--- config.mk ---
export PLATFORM = sky130hd
export DESIGN_NAME = fit_policy_block_allocator_core_flat
export DESIGN_NICKNAME = d
export VERILOG_FILES = /design/src/fpba_pkg.sv /design/src/fpba_in_if.sv /design/src/fpba_out_if.sv /design/src/fpba_ctrl.sv /design/src/fpba_datapath.sv /design/src/fit_policy_block_allocator_core.sv /design/src/flat_wrapper.sv
export VERILOG_INCLUDE_DIRS = /design/src /design/src/src
export SDC_FILE = /design/constraint.sdc
export NUM_CORES = 1
export LEC_CHECK = 0
export BUFFER_PORTS_ARGS = -buffer_cell sky130_fd_sc_hd__buf_4
export CAP_MARGIN = 10
export CORE_ASPECT_RATIO = 1.4
export CORE_MARGIN = 5
export CORE_UTILIZATION = 65
export DETAILED_ROUTE_END_ITERATION = 12
export PLACE_DENSITY = 0.94
export REMOVE_ABC_BUFFERS = 1
export SLEW_MARGIN = 20
export SYNTH_ARGS = -nofsm -noshare
export SYNTH_HDL_FRONTEND = slang
export SYNTH_SLANG_ARGS = --single-unit
--- constraint.sdc ---
create_clock -name clk -period 5.9 [get_ports clk]
set_input_delay 0.295 -clock clk [delete_from_list [all_inputs] [get_ports clk]]
set_output_delay 0.295 -clock clk [all_outputs]
set_load 0.01 [all_outputs]
--- src/fit_policy_block_allocator_core_macros.svh ---
// ----------------------------------------------------------------------------
// Assertion macros for the fit-policy block allocator
// Concurrent check wrappers; they expand to nothing when SYNTH is defined.
// ----------------------------------------------------------------------------
`ifndef FIT_POLICY_BLOCK_ALLOCATOR_CORE_MACROS_SVH
`define FIT_POLICY_BLOCK_ALLOCATOR_CORE_MACROS_SVH
`ifndef SYNTH
// Condition holds at every edge out of reset
`define FPBA_ASSERT_ALWAYS(lbl, clk, rst, cond, msg) \
  lbl: assert property (@(posedge clk) disable iff (rst) (cond)) else $error(msg);
// Consequent holds in the same cycle as the antecedent
`define FPBA_ASSERT_SAME(lbl, clk, rst, ante, cons, msg) \
  lbl: assert property (@(posedge clk) disable iff (rst) (ante) |-> (cons)) else $error(msg);
// Consequent holds in the cycle after the antecedent
`define FPBA_ASSERT_NEXT(lbl, clk, rst, ante, cons, msg) \
  lbl: assert property (@(posedge clk) disable iff (rst) (ante) |=> (cons)) else $error(msg);
`else
`define FPBA_ASSERT_ALWAYS(lbl, clk, rst, cond, msg)
`define FPBA_ASSERT_SAME(lbl, clk, rst, ante, cons, msg)
`define FPBA_ASSERT_NEXT(lbl, clk, rst, ante, cons, msg)
`endif
`endif

--- src/fpba_pkg.sv ---
// ----------------------------------------------------------------------------
// fpba_pkg
// Shared widths, codes and controller/datapath types for the block allocator.
// ----------------------------------------------------------------------------
package fpba_pkg;

  // Default geometry
  localparam int NUM_BLOCKS_DEF = 16;
  localparam int SIZE_BITS_DEF  = 16;

  // Fixed field widths
  localparam int KIND_W    = 1;
  localparam int BIDX_W    = 4;
  localparam int SIZE_W    = 16;
  localparam int TOTAL_W   = 20;
  localparam int POLICY_W  = 2;
  localparam int BIU_W     = 5;
  localparam int CFG_IDX_W = 1;
  localparam int CFG_W     = 5;

  // Item kinds
  localparam logic [KIND_W-1:0] KIND_LOAD  = 1'b0;
  localparam logic [KIND_W-1:0] KIND_ALLOC = 1'b1;

  // Fit policies; the unused code behaves as first fit
  localparam logic [POLICY_W-1:0] POL_FIRST = 2'd0;
  localparam logic [POLICY_W-1:0] POL_BEST  = 2'd1;
  localparam logic [POLICY_W-1:0] POL_WORST = 2'd2;

  // Register indexes
  localparam logic [CFG_IDX_W-1:0] REG_POLICY        = 1'd0;
  localparam logic [CFG_IDX_W-1:0] REG_BLOCKS_IN_USE = 1'd1;

  // Reset values of the registers
  localparam logic [POLICY_W-1:0] POLICY_RST = POL_FIRST;
  localparam logic [BIU_W-1:0]    BIU_RST    = 5'd16;

  // Controller to datapath commands
  typedef struct packed {
    logic capture;   // latch the accepted item and arm the scan
    logic load_rd;   // read the old size of the block named by a load
    logic scan;      // step the search over the table
    logic commit;    // write back the table and the result register
  } fpba_cmd_t;

  // Datapath to controller status
  typedef struct packed {
    logic scan_done; // every searched block has been read
    logic out_free;  // result register can take a new result
  } fpba_status_t;

endpackage

--- src/fpba_in_if.sv ---
// ----------------------------------------------------------------------------
// fpba_in_if
// Item channel: load or allocate request with valid/ready handshake.
// ----------------------------------------------------------------------------
interface fpba_in_if;
  import fpba_pkg::*;

  logic              valid;
  logic              ready;
  logic [KIND_W-1:0] kind;
  logic [BIDX_W-1:0] block_index;
  logic [SIZE_W-1:0] size_value;

  modport source (output valid, kind, block_index, size_value, input ready);
  modport sink   (input valid, kind, block_index, size_value, output ready);
endinterface

--- src/fpba_out_if.sv ---
// ----------------------------------------------------------------------------
// fpba_out_if
// Result channel: grant, chosen block, remainder and total free space.
// ----------------------------------------------------------------------------
interface fpba_out_if;
  import fpba_pkg::*;

  logic               valid;
  logic               ready;
  logic               granted;
  logic [BIDX_W-1:0]  chosen_block;
  logic [SIZE_W-1:0]  remaining;
  logic [TOTAL_W-1:0] total_free;

  modport source (output valid, granted, chosen_block, remaining, total_free,
                  input ready);
  modport sink   (input valid, granted, chosen_block, remaining, total_free,
                  output ready);
endinterface

--- src/fpba_ctrl.sv ---
// ----------------------------------------------------------------------------
// fpba_ctrl
// Sequencer: accepts one item, runs the load read or the table scan, commits.
// ----------------------------------------------------------------------------
module fpba_ctrl
  import fpba_pkg::*;
(
  input  logic              clk,
  input  logic              rst,
  input  logic              in_valid,
  input  logic [KIND_W-1:0] in_kind,
  output logic              in_ready,
  input  fpba_status_t      status,
  output fpba_cmd_t         cmd
);

  typedef enum logic [1:0] {
    ST_IDLE,
    ST_LOAD_RD,
    ST_SCAN,
    ST_FINISH
  } state_t;

  state_t state;
  state_t state_next;
  logic   accept;

  // Take no transfer while reset is asserted
  assign in_ready = (state == ST_IDLE) && !rst;
  assign accept   = in_valid && in_ready;

  // Decode commands and next state
  always_comb begin
    cmd        = '0;
    state_next = state;
    case (state)
      ST_IDLE: begin
        if (accept) begin
          cmd.capture = 1'b1;
          state_next  = (in_kind == KIND_LOAD) ? ST_LOAD_RD : ST_SCAN;
        end
      end
      ST_LOAD_RD: begin
        cmd.load_rd = 1'b1;
        state_next  = ST_FINISH;
      end
      ST_SCAN: begin
        cmd.scan = 1'b1;
        if (status.scan_done) begin
          state_next = ST_FINISH;
        end
      end
      ST_FINISH: begin
        // hold until the result register drains
        if (status.out_free) begin
          cmd.commit = 1'b1;
          state_next = ST_IDLE;
        end
      end
      default: begin
        state_next = ST_IDLE;
      end
    endcase
  end

  // Hold state
  always_ff @(posedge clk) begin
    if (rst) begin
      state <= ST_IDLE;
    end else begin
      state <= state_next;
    end
  end

endmodule

--- src/fpba_datapath.sv ---
// ----------------------------------------------------------------------------
// fpba_datapath
// Block size table, config registers, fit search, total and result register.
// ----------------------------------------------------------------------------
`include "fit_policy_block_allocator_core_macros.svh"

module fpba_datapath
  import fpba_pkg::*;
#(
  parameter int NUM_BLOCKS = NUM_BLOCKS_DEF,
  parameter int SIZE_BITS  = SIZE_BITS_DEF
) (
  input  logic                 clk,
  input  logic                 rst,
  // configuration
  input  logic                 cfg_we,
  input  logic [CFG_IDX_W-1:0] cfg_index,
  input  logic [CFG_W-1:0]     cfg_data,
  // item payload
  input  logic [KIND_W-1:0]    in_kind,
  input  logic [BIDX_W-1:0]    in_block_index,
  input  logic [SIZE_W-1:0]    in_size_value,
  // controller link
  input  fpba_cmd_t            cmd,
  output fpba_status_t         status,
  // result
  input  logic                 out_ready,
  output logic                 out_valid,
  output logic                 out_granted,
  output logic [BIDX_W-1:0]    out_chosen_block,
  output logic [SIZE_W-1:0]    out_remaining,
  output logic [TOTAL_W-1:0]   out_total_free
);

  localparam int IDX_W = (NUM_BLOCKS > 1) ? $clog2(NUM_BLOCKS) : 1;
  localparam int CNT_W = $clog2(NUM_BLOCKS + 1);
  localparam int LIM_W = (CNT_W > BIU_W) ? CNT_W : BIU_W;

  // Configuration registers
  logic [POLICY_W-1:0]  policy;
  logic [BIU_W-1:0]     blocks_in_use;

  // Captured item
  logic [KIND_W-1:0]    req_kind;
  logic [BIDX_W-1:0]    req_idx;
  logic [SIZE_BITS-1:0] req_size;
  logic [LIM_W-1:0]     limit;

  // Scan state
  logic [LIM_W-1:0]     cnt;
  logic                 rd_pend;
  logic [IDX_W-1:0]     rd_idx;
  logic                 pick_vld;
  logic [IDX_W-1:0]     pick_idx;
  logic [SIZE_BITS-1:0] pick_size;

  // Table with its read port and its write port
  logic [SIZE_BITS-1:0] mem [NUM_BLOCKS];
  logic [NUM_BLOCKS-1:0] entry_vld;
  logic [SIZE_BITS-1:0] rd_data;
  logic                 rd_ok;
  logic                 rd_en;
  logic [IDX_W-1:0]     rd_addr;
  logic                 wr_en;
  logic [IDX_W-1:0]     wr_addr;
  logic [SIZE_BITS-1:0] wr_data;

  logic [TOTAL_W-1:0]   total;

  logic [LIM_W-1:0]     biu_ext;
  logic                 scan_issue;
  logic [SIZE_BITS-1:0] cur_size;
  logic                 qual;
  logic                 take;
  logic                 load_hit;
  logic [SIZE_BITS-1:0] alloc_left;

  // Write configuration registers
  always_ff @(posedge clk) begin
    if (rst) begin
      policy        <= POLICY_RST;
      blocks_in_use <= BIU_RST;
    end else if (cfg_we) begin
      case (cfg_index)
        REG_POLICY:        policy        <= cfg_data[POLICY_W-1:0];
        REG_BLOCKS_IN_USE: blocks_in_use <= cfg_data[BIU_W-1:0];
        default: begin
        end
      endcase
    end
  end

  // Widen the searched block count; it is saturated at the table depth on capture
  assign biu_ext = LIM_W'(blocks_in_use);

  // Latch the accepted item
  always_ff @(posedge clk) begin
    if (cmd.capture) begin
      req_kind <= in_kind;
      req_idx  <= in_block_index;
      req_size <= SIZE_BITS'(in_size_value);
    end
  end

  assign load_hit   = (32'(req_idx) < NUM_BLOCKS);
  assign scan_issue = cmd.scan && (cnt != limit);

  // Read port: load reads its block, scan reads the counter address
  assign rd_en   = (cmd.load_rd && load_hit) || scan_issue;
  assign rd_addr = cmd.load_rd ? IDX_W'(req_idx) : cnt[IDX_W-1:0];

  always_ff @(posedge clk) begin
    if (rd_en) begin
      rd_data <= mem[rd_addr];
      rd_ok   <= entry_vld[rd_addr];
    end
  end

  // Entries never written read as zero
  assign cur_size = rd_ok ? rd_data : '0;

  // Fit decision for the entry coming out of the read port
  assign qual = (cur_size >= req_size);
  always_comb begin
    take = 1'b0;
    if (qual) begin
      if (!pick_vld) begin
        take = 1'b1;
      end else if (policy == POL_BEST) begin
        take = (cur_size < pick_size);
      end else if (policy == POL_WORST) begin
        take = (cur_size > pick_size);
      end
    end
  end

  // Advance the scan and track the best candidate
  always_ff @(posedge clk) begin
    if (rst) begin
      cnt      <= '0;
      limit    <= '0;
      rd_pend  <= 1'b0;
      pick_vld <= 1'b0;
    end else if (cmd.capture) begin
      cnt      <= '0;
      limit    <= (biu_ext > LIM_W'(NUM_BLOCKS)) ? LIM_W'(NUM_BLOCKS) : biu_ext;
      rd_pend  <= 1'b0;
      pick_vld <= 1'b0;
    end else begin
      rd_pend <= scan_issue;
      if (scan_issue) begin
        cnt <= cnt + 1'b1;
      end
      if (rd_pend && take) begin
        pick_vld <= 1'b1;
      end
    end
  end

  always_ff @(posedge clk) begin
    if (scan_issue) begin
      rd_idx <= cnt[IDX_W-1:0];
    end
    if (rd_pend && take) begin
      pick_idx  <= rd_idx;
      pick_size <= cur_size;
    end
  end

  assign status.scan_done = (cnt == limit);
  assign status.out_free  = !out_valid || out_ready;

  // Write port: commit of a load or of a granted allocate
  assign alloc_left = pick_size - req_size;
  always_comb begin
    wr_en   = 1'b0;
    wr_addr = pick_idx;
    wr_data = alloc_left;
    if (cmd.commit) begin
      if (req_kind == KIND_LOAD) begin
        wr_en   = load_hit;
        wr_addr = IDX_W'(req_idx);
        wr_data = req_size;
      end else begin
        wr_en = pick_vld;
      end
    end
  end

  always_ff @(posedge clk) begin
    if (wr_en) begin
      mem[wr_addr] <= wr_data;
    end
  end

  always_ff @(posedge clk) begin
    if (rst) begin
      entry_vld <= '0;
    end else if (wr_en) begin
      entry_vld[wr_addr] <= 1'b1;
    end
  end

  // Update total free space
  always_ff @(posedge clk) begin
    if (rst) begin
      total <= '0;
    end else if (cmd.commit) begin
      if (req_kind == KIND_LOAD) begin
        if (load_hit) begin
          total <= total - TOTAL_W'(cur_size) + TOTAL_W'(req_size);
        end
      end else if (pick_vld) begin
        total <= total - TOTAL_W'(req_size);
      end
    end
  end

  // Result register; a new item may run while a result waits here
  always_ff @(posedge clk) begin
    if (rst) begin
      out_valid <= 1'b0;
    end else if (cmd.commit) begin
      out_valid <= 1'b1;
    end else if (out_ready) begin
      out_valid <= 1'b0;
    end
  end

  always_ff @(posedge clk) begin
    if (cmd.commit) begin
      if (req_kind == KIND_LOAD) begin
        out_granted      <= 1'b0;
        out_chosen_block <= req_idx;
        out_remaining    <= load_hit ? SIZE_W'(req_size) : '0;
        out_total_free   <= load_hit ?
                            (total - TOTAL_W'(cur_size) + TOTAL_W'(req_size)) : total;
      end else begin
        out_granted      <= pick_vld;
        out_chosen_block <= pick_vld ? BIDX_W'(pick_idx) : '0;
        out_remaining    <= pick_vld ? SIZE_W'(alloc_left) : '0;
        out_total_free   <= pick_vld ? (total - TOTAL_W'(req_size)) : total;
      end
    end
  end

  // Checks
  `FPBA_ASSERT_ALWAYS(a_cnt_in_limit, clk, rst, cnt <= limit, "scan counter passed limit")
  `FPBA_ASSERT_SAME(a_commit_free, clk, rst, cmd.commit, !out_valid || out_ready, "commit over full result")
  `FPBA_ASSERT_NEXT(a_commit_shows, clk, rst, cmd.commit, out_valid, "commit lost its result")
  `FPBA_ASSERT_ALWAYS(a_pick_fits, clk, rst, !pick_vld || (pick_size >= req_size), "pick too small")

endmodule

--- src/fit_policy_block_allocator_core.sv ---
// ----------------------------------------------------------------------------
// fit_policy_block_allocator_core
// First, best or worst fit allocator over a table of block free sizes.
// ----------------------------------------------------------------------------
//   channel  dir  handshake     payload
//   item     in   valid/ready   kind, block_index, size_value
//   result   out  valid/ready   granted, chosen_block, remaining, total_free
//   cfg      in   cfg_we        cfg_index, cfg_data (write only)
//
// A load commits after its transfer and one read of its block. An allocate
// commits after L = min(blocks_in_use, NUM_BLOCKS) reads, one table read per
// cycle on the read port of the size table, once the last read data is in.
// The result is offered and the next item is taken from the cycle after commit.
// A stalled result register holds the finished item in its commit step.
// Reset (rst, synchronous) clears the table valid bits, total and registers.
// ----------------------------------------------------------------------------
module fit_policy_block_allocator_core
  import fpba_pkg::*;
#(
  parameter int NUM_BLOCKS = NUM_BLOCKS_DEF,
  parameter int SIZE_BITS  = SIZE_BITS_DEF
) (
  input  logic                 clk,
  input  logic                 rst,
  input  logic                 cfg_we,
  input  logic [CFG_IDX_W-1:0] cfg_index,
  input  logic [CFG_W-1:0]     cfg_data,
  fpba_in_if.sink              item,
  fpba_out_if.source           result
);

  fpba_cmd_t    cmd;
  fpba_status_t status;

  // Sequence one item at a time
  fpba_ctrl u_ctrl (
    .clk      (clk),
    .rst      (rst),
    .in_valid (item.valid),
    .in_kind  (item.kind),
    .in_ready (item.ready),
    .status   (status),
    .cmd      (cmd)
  );

  // Table, search and result register
  fpba_datapath #(
    .NUM_BLOCKS (NUM_BLOCKS),
    .SIZE_BITS  (SIZE_BITS)
  ) u_datapath (
    .clk              (clk),
    .rst              (rst),
    .cfg_we           (cfg_we),
    .cfg_index        (cfg_index),
    .cfg_data         (cfg_data),
    .in_kind          (item.kind),
    .in_block_index   (item.block_index),
    .in_size_value    (item.size_value),
    .cmd              (cmd),
    .status           (status),
    .out_ready        (result.ready),
    .out_valid        (result.valid),
    .out_granted      (result.granted),
    .out_chosen_block (result.chosen_block),
    .out_remaining    (result.remaining),
    .out_total_free   (result.total_free)
  );

endmodule

--- src/flat_wrapper.sv ---
// flat-port wrapper written by rule: the top's interface ports become plain ports
module fit_policy_block_allocator_core_flat import fpba_pkg::*;
#(
  parameter int NUM_BLOCKS = NUM_BLOCKS_DEF,
  parameter int SIZE_BITS  = SIZE_BITS_DEF
)
  (clk, rst, cfg_we, cfg_index, cfg_data, item_valid, item_kind, item_block_index, item_size_value, item_ready, result_valid, result_granted, result_chosen_block, result_remaining, result_total_free, result_ready);
  fpba_in_if item_i ();
  fpba_out_if result_i ();
  input  logic clk;
  input  logic rst;
  input  logic cfg_we;
  input  logic [CFG_IDX_W-1:0] cfg_index;
  input  logic [CFG_W-1:0] cfg_data;
  input wire logic [$bits(item_i.valid)-1:0] item_valid;
  input wire logic [$bits(item_i.kind)-1:0] item_kind;
  input wire logic [$bits(item_i.block_index)-1:0] item_block_index;
  input wire logic [$bits(item_i.size_value)-1:0] item_size_value;
  output wire logic [$bits(item_i.ready)-1:0] item_ready;
  output wire logic [$bits(result_i.valid)-1:0] result_valid;
  output wire logic [$bits(result_i.granted)-1:0] result_granted;
  output wire logic [$bits(result_i.chosen_block)-1:0] result_chosen_block;
  output wire logic [$bits(result_i.remaining)-1:0] result_remaining;
  output wire logic [$bits(result_i.total_free)-1:0] result_total_free;
  input wire logic [$bits(result_i.ready)-1:0] result_ready;
  assign item_i.valid = item_valid;
  assign item_i.kind = item_kind;
  assign item_i.block_index = item_block_index;
  assign item_i.size_value = item_size_value;
  assign item_ready = item_i.ready;
  assign result_valid = result_i.valid;
  assign result_granted = result_i.granted;
  assign result_chosen_block = result_i.chosen_block;
  assign result_remaining = result_i.remaining;
  assign result_total_free = result_i.total_free;
  assign result_i.ready = result_ready;
  fit_policy_block_allocator_core #(.NUM_BLOCKS(NUM_BLOCKS), .SIZE_BITS(SIZE_BITS)) u_core (.clk(clk), .rst(rst), .cfg_we(cfg_we), .cfg_index(cfg_index), .cfg_data(cfg_data), .item(item_i), .result(result_i));
endmodule
* After elaboration in Yosys (flattened, before gate mapping)
Memory sizes are Yosys's and may differ from the RTL's. A register that Yosys moved wholly into a read port is not among the register bits.
Index checks and enable logic that the tools add are counted.
** Storage, ports and cells
- Register bits after elaboration :: 145
- Memory bits (writable) :: 256
- Output and inout bits :: 43
- Memories kept :: 1
** Cells by class
- $add $sub $neg :: 5
- Magnitude comparators :: 7
- Eq/ne operators :: 10
- Mux-type cells :: 38
- Bitwise gates (word level) :: 2
- Reduce and logical (&&, ||, !) cells :: 15
** Memory list
- u_core.u_datapath.mem :: depth 16, width 16, rd ports 1, clocked after memory_dff 1, write ports 1, RTL line fpba_datapath.sv:58 : logic [SIZE_BITS-1:0] mem [NUM_BLOCKS];
** Operator list (count)
- 2-to-1 mux 16 bit :: 5
- 2-to-1 mux 20 bit :: 2
- subtractor 20 x 16 -> 20 bit :: 2
- adder 20 x 16 -> 20 bit :: 1
- 2-to-1 mux 4 bit :: 5
- 2-to-1 mux 1 bit :: 18
- >= comparator 16 bit :: 1
- > comparator 16 bit :: 1
- < comparator 16 bit :: 1
- bitwise OR 16 bit :: 1
- subtractor 16 bit :: 1
- < comparator 4 x 5 -> 1 bit (second input constant) :: 2
- 2-to-1 mux 2 bit :: 4
- one-hot mux 2 bit (4 select lines) :: 1
- equality test 2 bit (second input constant) :: 3
- adder 5 x 1 -> 5 bit (second input constant) :: 1
- equality test 5 bit :: 1
- > comparator 5 bit (second input constant) :: 1
- logical AND 1 bit :: 5
- 2-to-1 mux 5 bit :: 1
- inequality test 5 bit :: 1
- binary-select mux 1 bit (select 4 bit) :: 1
- demux 1 bit (select 4 bit) :: 1
- equality test 2 x 1 -> 1 bit (second input constant) :: 2
- 11 further kinds :: 15

* Logic depth before layout (Yosys ltp)
- Depth after elaboration :: 10
- Gate-level depth with buffers :: 16
- Gate-level depth less buffers :: 14

* Cells and area by module
From an unflattened synthesis, not the netlist that was laid out.
** Second synthesis, totals
- Cell total of the unflattened synthesis :: 1497
- Area total of the unflattened synthesis :: 19964.1 µm²
** By module, submodules not included
- fpba_datapath :: instances 1, cells an instance 1474, area an instance 19767.7 µm², sequential area each 11901.4 µm²
- fpba_ctrl :: instances 1, cells an instance 23, area an instance 196.4 µm², sequential area each 40.0 µm²

* Worst setup path before layout
Ideal clock, no wire load.
- Path kind :: reg-to-reg
- Start point :: register u_core.u_datapath.rd_ok
- End point :: register u_core.u_datapath.pick_idx[0] (enable)
- Data arrival time :: 3444 ps
- Required time :: 5491 ps
- Slack :: 2046 ps
- Cell stages (with the launch flop) :: 11
- Buffers on the path :: 2
- Period minus slack after synthesis :: 3854 ps
- Cell sequence :: edfxtp_1 -> clkbuf_1 -> clkbuf_1 -> and2_1 -> ha_1 -> a21o_1 -> a21o_1 -> a21oi_1 -> o211ai_1 -> or4b_2 -> a31oi_1
** Between the ends
- Longest elaborated chain between the ends :: 7
- Elaborated cells on any way between the ends :: 9
- Those cells by class :: order compare: 3; mux: 5; reduce/logical: 1
** RTL lines
- start: declaration :: RTL line fpba_datapath.sv:61 : logic rd_ok;
- start signal: assignment :: RTL line fpba_datapath.sv:115 : rd_ok <= entry_vld[rd_addr];
- 2-to-1 mux 16 bit * :: RTL line fpba_datapath.sv:120 : assign cur_size = rd_ok ? rd_data : '0;
- named net u_core.u_datapath.cur_size[9] :: RTL line fpba_datapath.sv:72 : logic [SIZE_BITS-1:0] cur_size;
- > comparator 16 bit :: RTL line fpba_datapath.sv:132 : take = (cur_size > pick_size);
- 2-to-1 mux 1 bit :: RTL line fpba_datapath.sv:131 : end else if (policy == POL_WORST) begin
- 2-to-1 mux 1 bit :: RTL line fpba_datapath.sv:129 : end else if (policy == POL_BEST) begin
- 2-to-1 mux 1 bit :: RTL line fpba_datapath.sv:127 : if (!pick_vld) begin
- 2-to-1 mux 1 bit * :: RTL line fpba_datapath.sv:126 : if (qual) begin
- logical AND 1 bit * :: RTL line fpba_datapath.sv:164 : if (rd_pend && take) begin
- end signal: assignment :: RTL line fpba_datapath.sv:165 : pick_idx <= rd_idx;
- end: declaration :: RTL line fpba_datapath.sv:54 : logic [IDX_W-1:0] pick_idx;
Mark *: on every way through the listed nets, which the timed path passes. The rest lies on a longest branch.
A chain may end at the register's enable or synchronous reset.

* Worst setup path after layout
- Start point :: register u_core.u_datapath.rd_ok
- End point :: register u_core.u_datapath.out_total_free[16], data pin
** Between the ends
- Longest elaborated chain between the ends :: 4
** RTL lines
- 2-to-1 mux 16 bit :: RTL line fpba_datapath.sv:120
- named net u_core.u_datapath.cur_size[1] :: RTL line fpba_datapath.sv:72
- subtractor 20 x 16 -> 20 bit :: RTL line fpba_datapath.sv:237 : (total - TOTAL_W'(cur_size) + TOTAL_W'(req_size)) : total;
- adder 20 x 16 -> 20 bit :: RTL line fpba_datapath.sv:237
- 2-to-1 mux 20 bit
- end signal: assignment :: RTL line fpba_datapath.sv:236 : out_total_free <= load_hit ?
- end signal: assignment :: RTL line fpba_datapath.sv:242 : out_total_free <= pick_vld ? (total - TOTAL_W'(req_size)) : total;
- end: declaration :: RTL line fpba_datapath.sv:32 : output logic [TOTAL_W-1:0] out_total_free
The timed path passes the listed nets, and every way through them passes these cells.

==> out/summary.txt <==
Status -> complete, no violations
PortBufs -> 74
Leading cell type in the layout, fill and taps excluded -> edfxtp_1
Global router's overall resource usage -> 31.4%
TritonCTS Buffers -> 39
Syn Inst Count -> 1,495
Die width -> 158 um
CTS max path bufs -> 3
FF-to-FF path depth -> 13
Share of layout cells above drive strength 1 -> 16.5%
Worst vdd ir -> 0.304 mV
CTS tree -> built
Global route overflow -> 0
Hold Crit Class -> in -> reg
Area leader, netlist -> edfxtp_1
Seq/Total Area, Yosys -> 60.0%
Largest net degree at the start of global routing -> 69
FF-to-FF Start -> u_core.u_datapath.rd_ok
Netlist cell types -> 67
Clock Skew -> 0.0203 ns
Fin. Hold Viols -> 0
Worst setup path startpoint -> u_core.u_datapath.rd_ok
Pint -> 6080 uW
WP data arrival -> 4.66 ns
Vias -> 13,900
Worst-Skew Late Latency -> 0.55 ns
Leakage -> 0.00847 uW
Psw -> 2860 uW
Initial DRC Count -> 1,575
CTS Sinks -> 417
Initial Utilization -> 66.1%
Fill count -> 1,675
Average size of a mapped cell -> 13.3 sq um
Reg2Reg Setup Slack -> 1.53 ns
Global-route wire length before repair -> 81.4 mm
Synth top area share -> 54.1%
Synth warn -> 0
CTS-repair resized insts -> 0
Synth area leaders -> edfxtp_1 (54%), mux4_2 (7.7%), dfxtp_1 (5.8%)
Reg2Reg Capture Point -> u_core.u_datapath.out_total_free[16]
WL/cell -> 26.4 um
Commonest cells after routing, fill and taps aside -> edfxtp_1 (359), buf_4 (112), nand2_1 (109)
Final Slew Violations -> 0
CTS Hold Buffers Added -> 22
Die area -> 0.0343 sq mm
Slew margin rel. -> 21.8%
Startpoint Class -> flip-flop
Count of flip-flops with a built-in enable after synthesis -> 359
Synth Flop Type -> edfxtp_1
Worst-path clk slew -> 0.07 ns
Worst setup endpoint -> u_core.u_datapath.out_total_free[16]
Data required time of the worst path -> 6.18 ns
Ys async rst share -> 0%
Drt drc -> 0
#FFs+latches synth -> 417
H-tree levels -> 2
HPWL after DPL -> 32.0 mm
Die Ht -> 217 um
Power per cell area -> 395 mW/mm^2
F_max -> 0.229 GHz
Total Routed Length -> 53.7 mm
First drt pass iteration count -> 8
Vias in the first global route -> 14,200
Pin slew with the least headroom to its limit -> 1.17 ns
Sw Ratio -> 32.0%
Diode count -> 0
Rows -> 75
Finished Cell Area -> 0.0226 sq mm
Final core occ -> 75.2%
Maximum fanout along the worst path -> 19
Root Driver -> clkbuf_16
Minimum clock period -> 4.37 ns
Area Growth Syn to Fin -> 13.7%
Placed Area -> 0.0211 sq mm
Sequential power share -> 40.8%
DRT antenna net count -> 0
Critical path class -> reg -> reg
RSZ-0062 raised after global routing -> no
Max-cap viol count -> 0
Via density -> 6.83
Core Area -> 0.0301 sq mm
RD Place Congestion -> 0.896
Initial antenna violation count -> 0
Endpoints failing setup -> 0
Clock power frac -> 28.4%
I/O pin cnt -> 75
Tcrit/Tclk final -> 74.1%
Post-synthesis instance area -> 0.0199 sq mm
CP endpoint kind -> flip-flop
Nets@finish -> 1,754
# Post-CTS Setup Buffers -> 0
Final setup TNS -> 0 ns
Combinational fraction of design power -> 30.8%
-- critical path, cell delays in order (launching register included) --
cell and delay (ns):
edfxtp_1 0.65, nand2_1 0.26, inv_1 0.10, fa_1 0.49, inv_1 0.07, fa_1 0.48, a211oi_1 0.34, o21ai_0 0.20
nand4_1 0.18, a31oi_1 0.21, a311oi_1 0.38, mux2_2 0.39, a311oi_1 0.24, o211ai_1 0.12
-- sequential cells by signal (all words and copies together) (netlist names), 2 cells and up --
signal,cells
u_core.u_datapath.rd_idx,4
u_core.u_datapath.entry_vld,16
u_core.u_ctrl.state,2
u_core.u_datapath.pick_idx,4
u_core.u_datapath.out_chosen_block,4
u_core.u_datapath.pick_size,16
u_core.u_datapath.limit,5
u_core.u_datapath.out_total_free,20
u_core.u_datapath.total,20
u_core.u_datapath.biu_ext,5
u_core.u_datapath.req_idx,4
u_core.u_datapath.rd_data,16
u_core.u_datapath.policy,2
u_core.u_datapath.req_size,16
u_core.u_datapath.out_remaining,16
u_core.u_datapath.mem,256
u_core.u_datapath.cnt,5
-- power by group through the flow --
stage	Clock [uW]	Sequential (uW)	Combinational [uW]
after CTS	2540	3640	2690
after floorplan	0	3690	1960
after global routing	2680	3650	2980
final	2530	3650	2750
after global placement	0	3700	2520
after detailed placement	0	3700	2640
-- how the worst min path moves through the flow --
stage,start,endpoint,slack [ns],cells past startpoint
after floorplan,rst,u_core.u_ctrl.state[1],0.36,1
after global placement,u_core.u_datapath.rd_idx[3],u_core.u_datapath.pick_idx[3],0.40,0
after detailed placement,u_core.u_datapath.rd_idx[2],u_core.u_datapath.pick_idx[2],0.42,0
after CTS,cfg_data[0],u_core.u_datapath.policy[0],0.01,3
after global routing,cfg_data[3],u_core.u_datapath.biu_ext[3],0.03,3
final,cfg_data[2],u_core.u_datapath.biu_ext[2],0.04,3
-- cell type report --
| type | count | area [sq um] | area share [%] |
|---|---|---|---|
| Tap cell | 385 | 482 | 2.13 |
| Clock inverter | 20 | 209 | 0.923 |
| Timing Repair Buffer | 136 | 1090 | 4.81 |
| Sequential cell | 417 | 11900 | 52.7 |
| Inverter | 107 | 402 | 1.77 |
| Multi-Input combinational cell | 916 | 7440 | 32.9 |
| Clock buffer | 51 | 1070 | 4.74 |
-- per-stage QoR --
step           power (uW)  hold slack (ns)  setup slack [ns]  instances
2_1_floorplan        5650            0.364             -2.38       1440
3_3_place_gp         6210            0.403              1.66       1938
3_5_place_dp         6340            0.420              1.60       1938
4_1_cts              8870           0.0146              1.60       2031
5_1_grt              9310           0.0258              1.36       2032
6_report             8930           0.0351              1.53       2032
-- cell families (layout without fill, tap and decap cells) --
kind of cell,after synthesis,after routing,synth area share (%)
adder cells (fa/ha/maj),106,106,7.25
AO/OA/AOI/OAI,320,320,10.6
AND/OR/NAND/NOR,355,355,8.34
XOR/XNOR,49,49,2.16
multiplexers,86,86,8.61
flip-flops,417,417,60.0
buffers and inverters,162,314,3.10
-- layer usage --
| layer | global-route usage, % | vias to the layer above | routed length [um] |
|---|---|---|---|
| li1 | - | 5887 | - |
| met1 | 37.7 | 6713 | 17800 |
| met2 | 54.0 | 1022 | 27300 |
| met3 | 4.95 | 260 | 4880 |
| met4 | 17.0 | 0 | 3720 |
| met5 | 0 | - | 0 |
-- synth_stat cells, types with 26 or more instances --
cell type  instances
a211oi_1          31
a21o_1            26
a21oi_1           71
a31oi_1           32
and2_1            32
clkbuf_1          42
dfxtp_1           58
edfxtp_1         359
ha_1              89
inv_1            105
mux4_2            68
nand2_1          109
nor2_1           107
o21ai_0           65
xnor2_1           26
No activity file was read; power rests on OpenSTA's default activity.
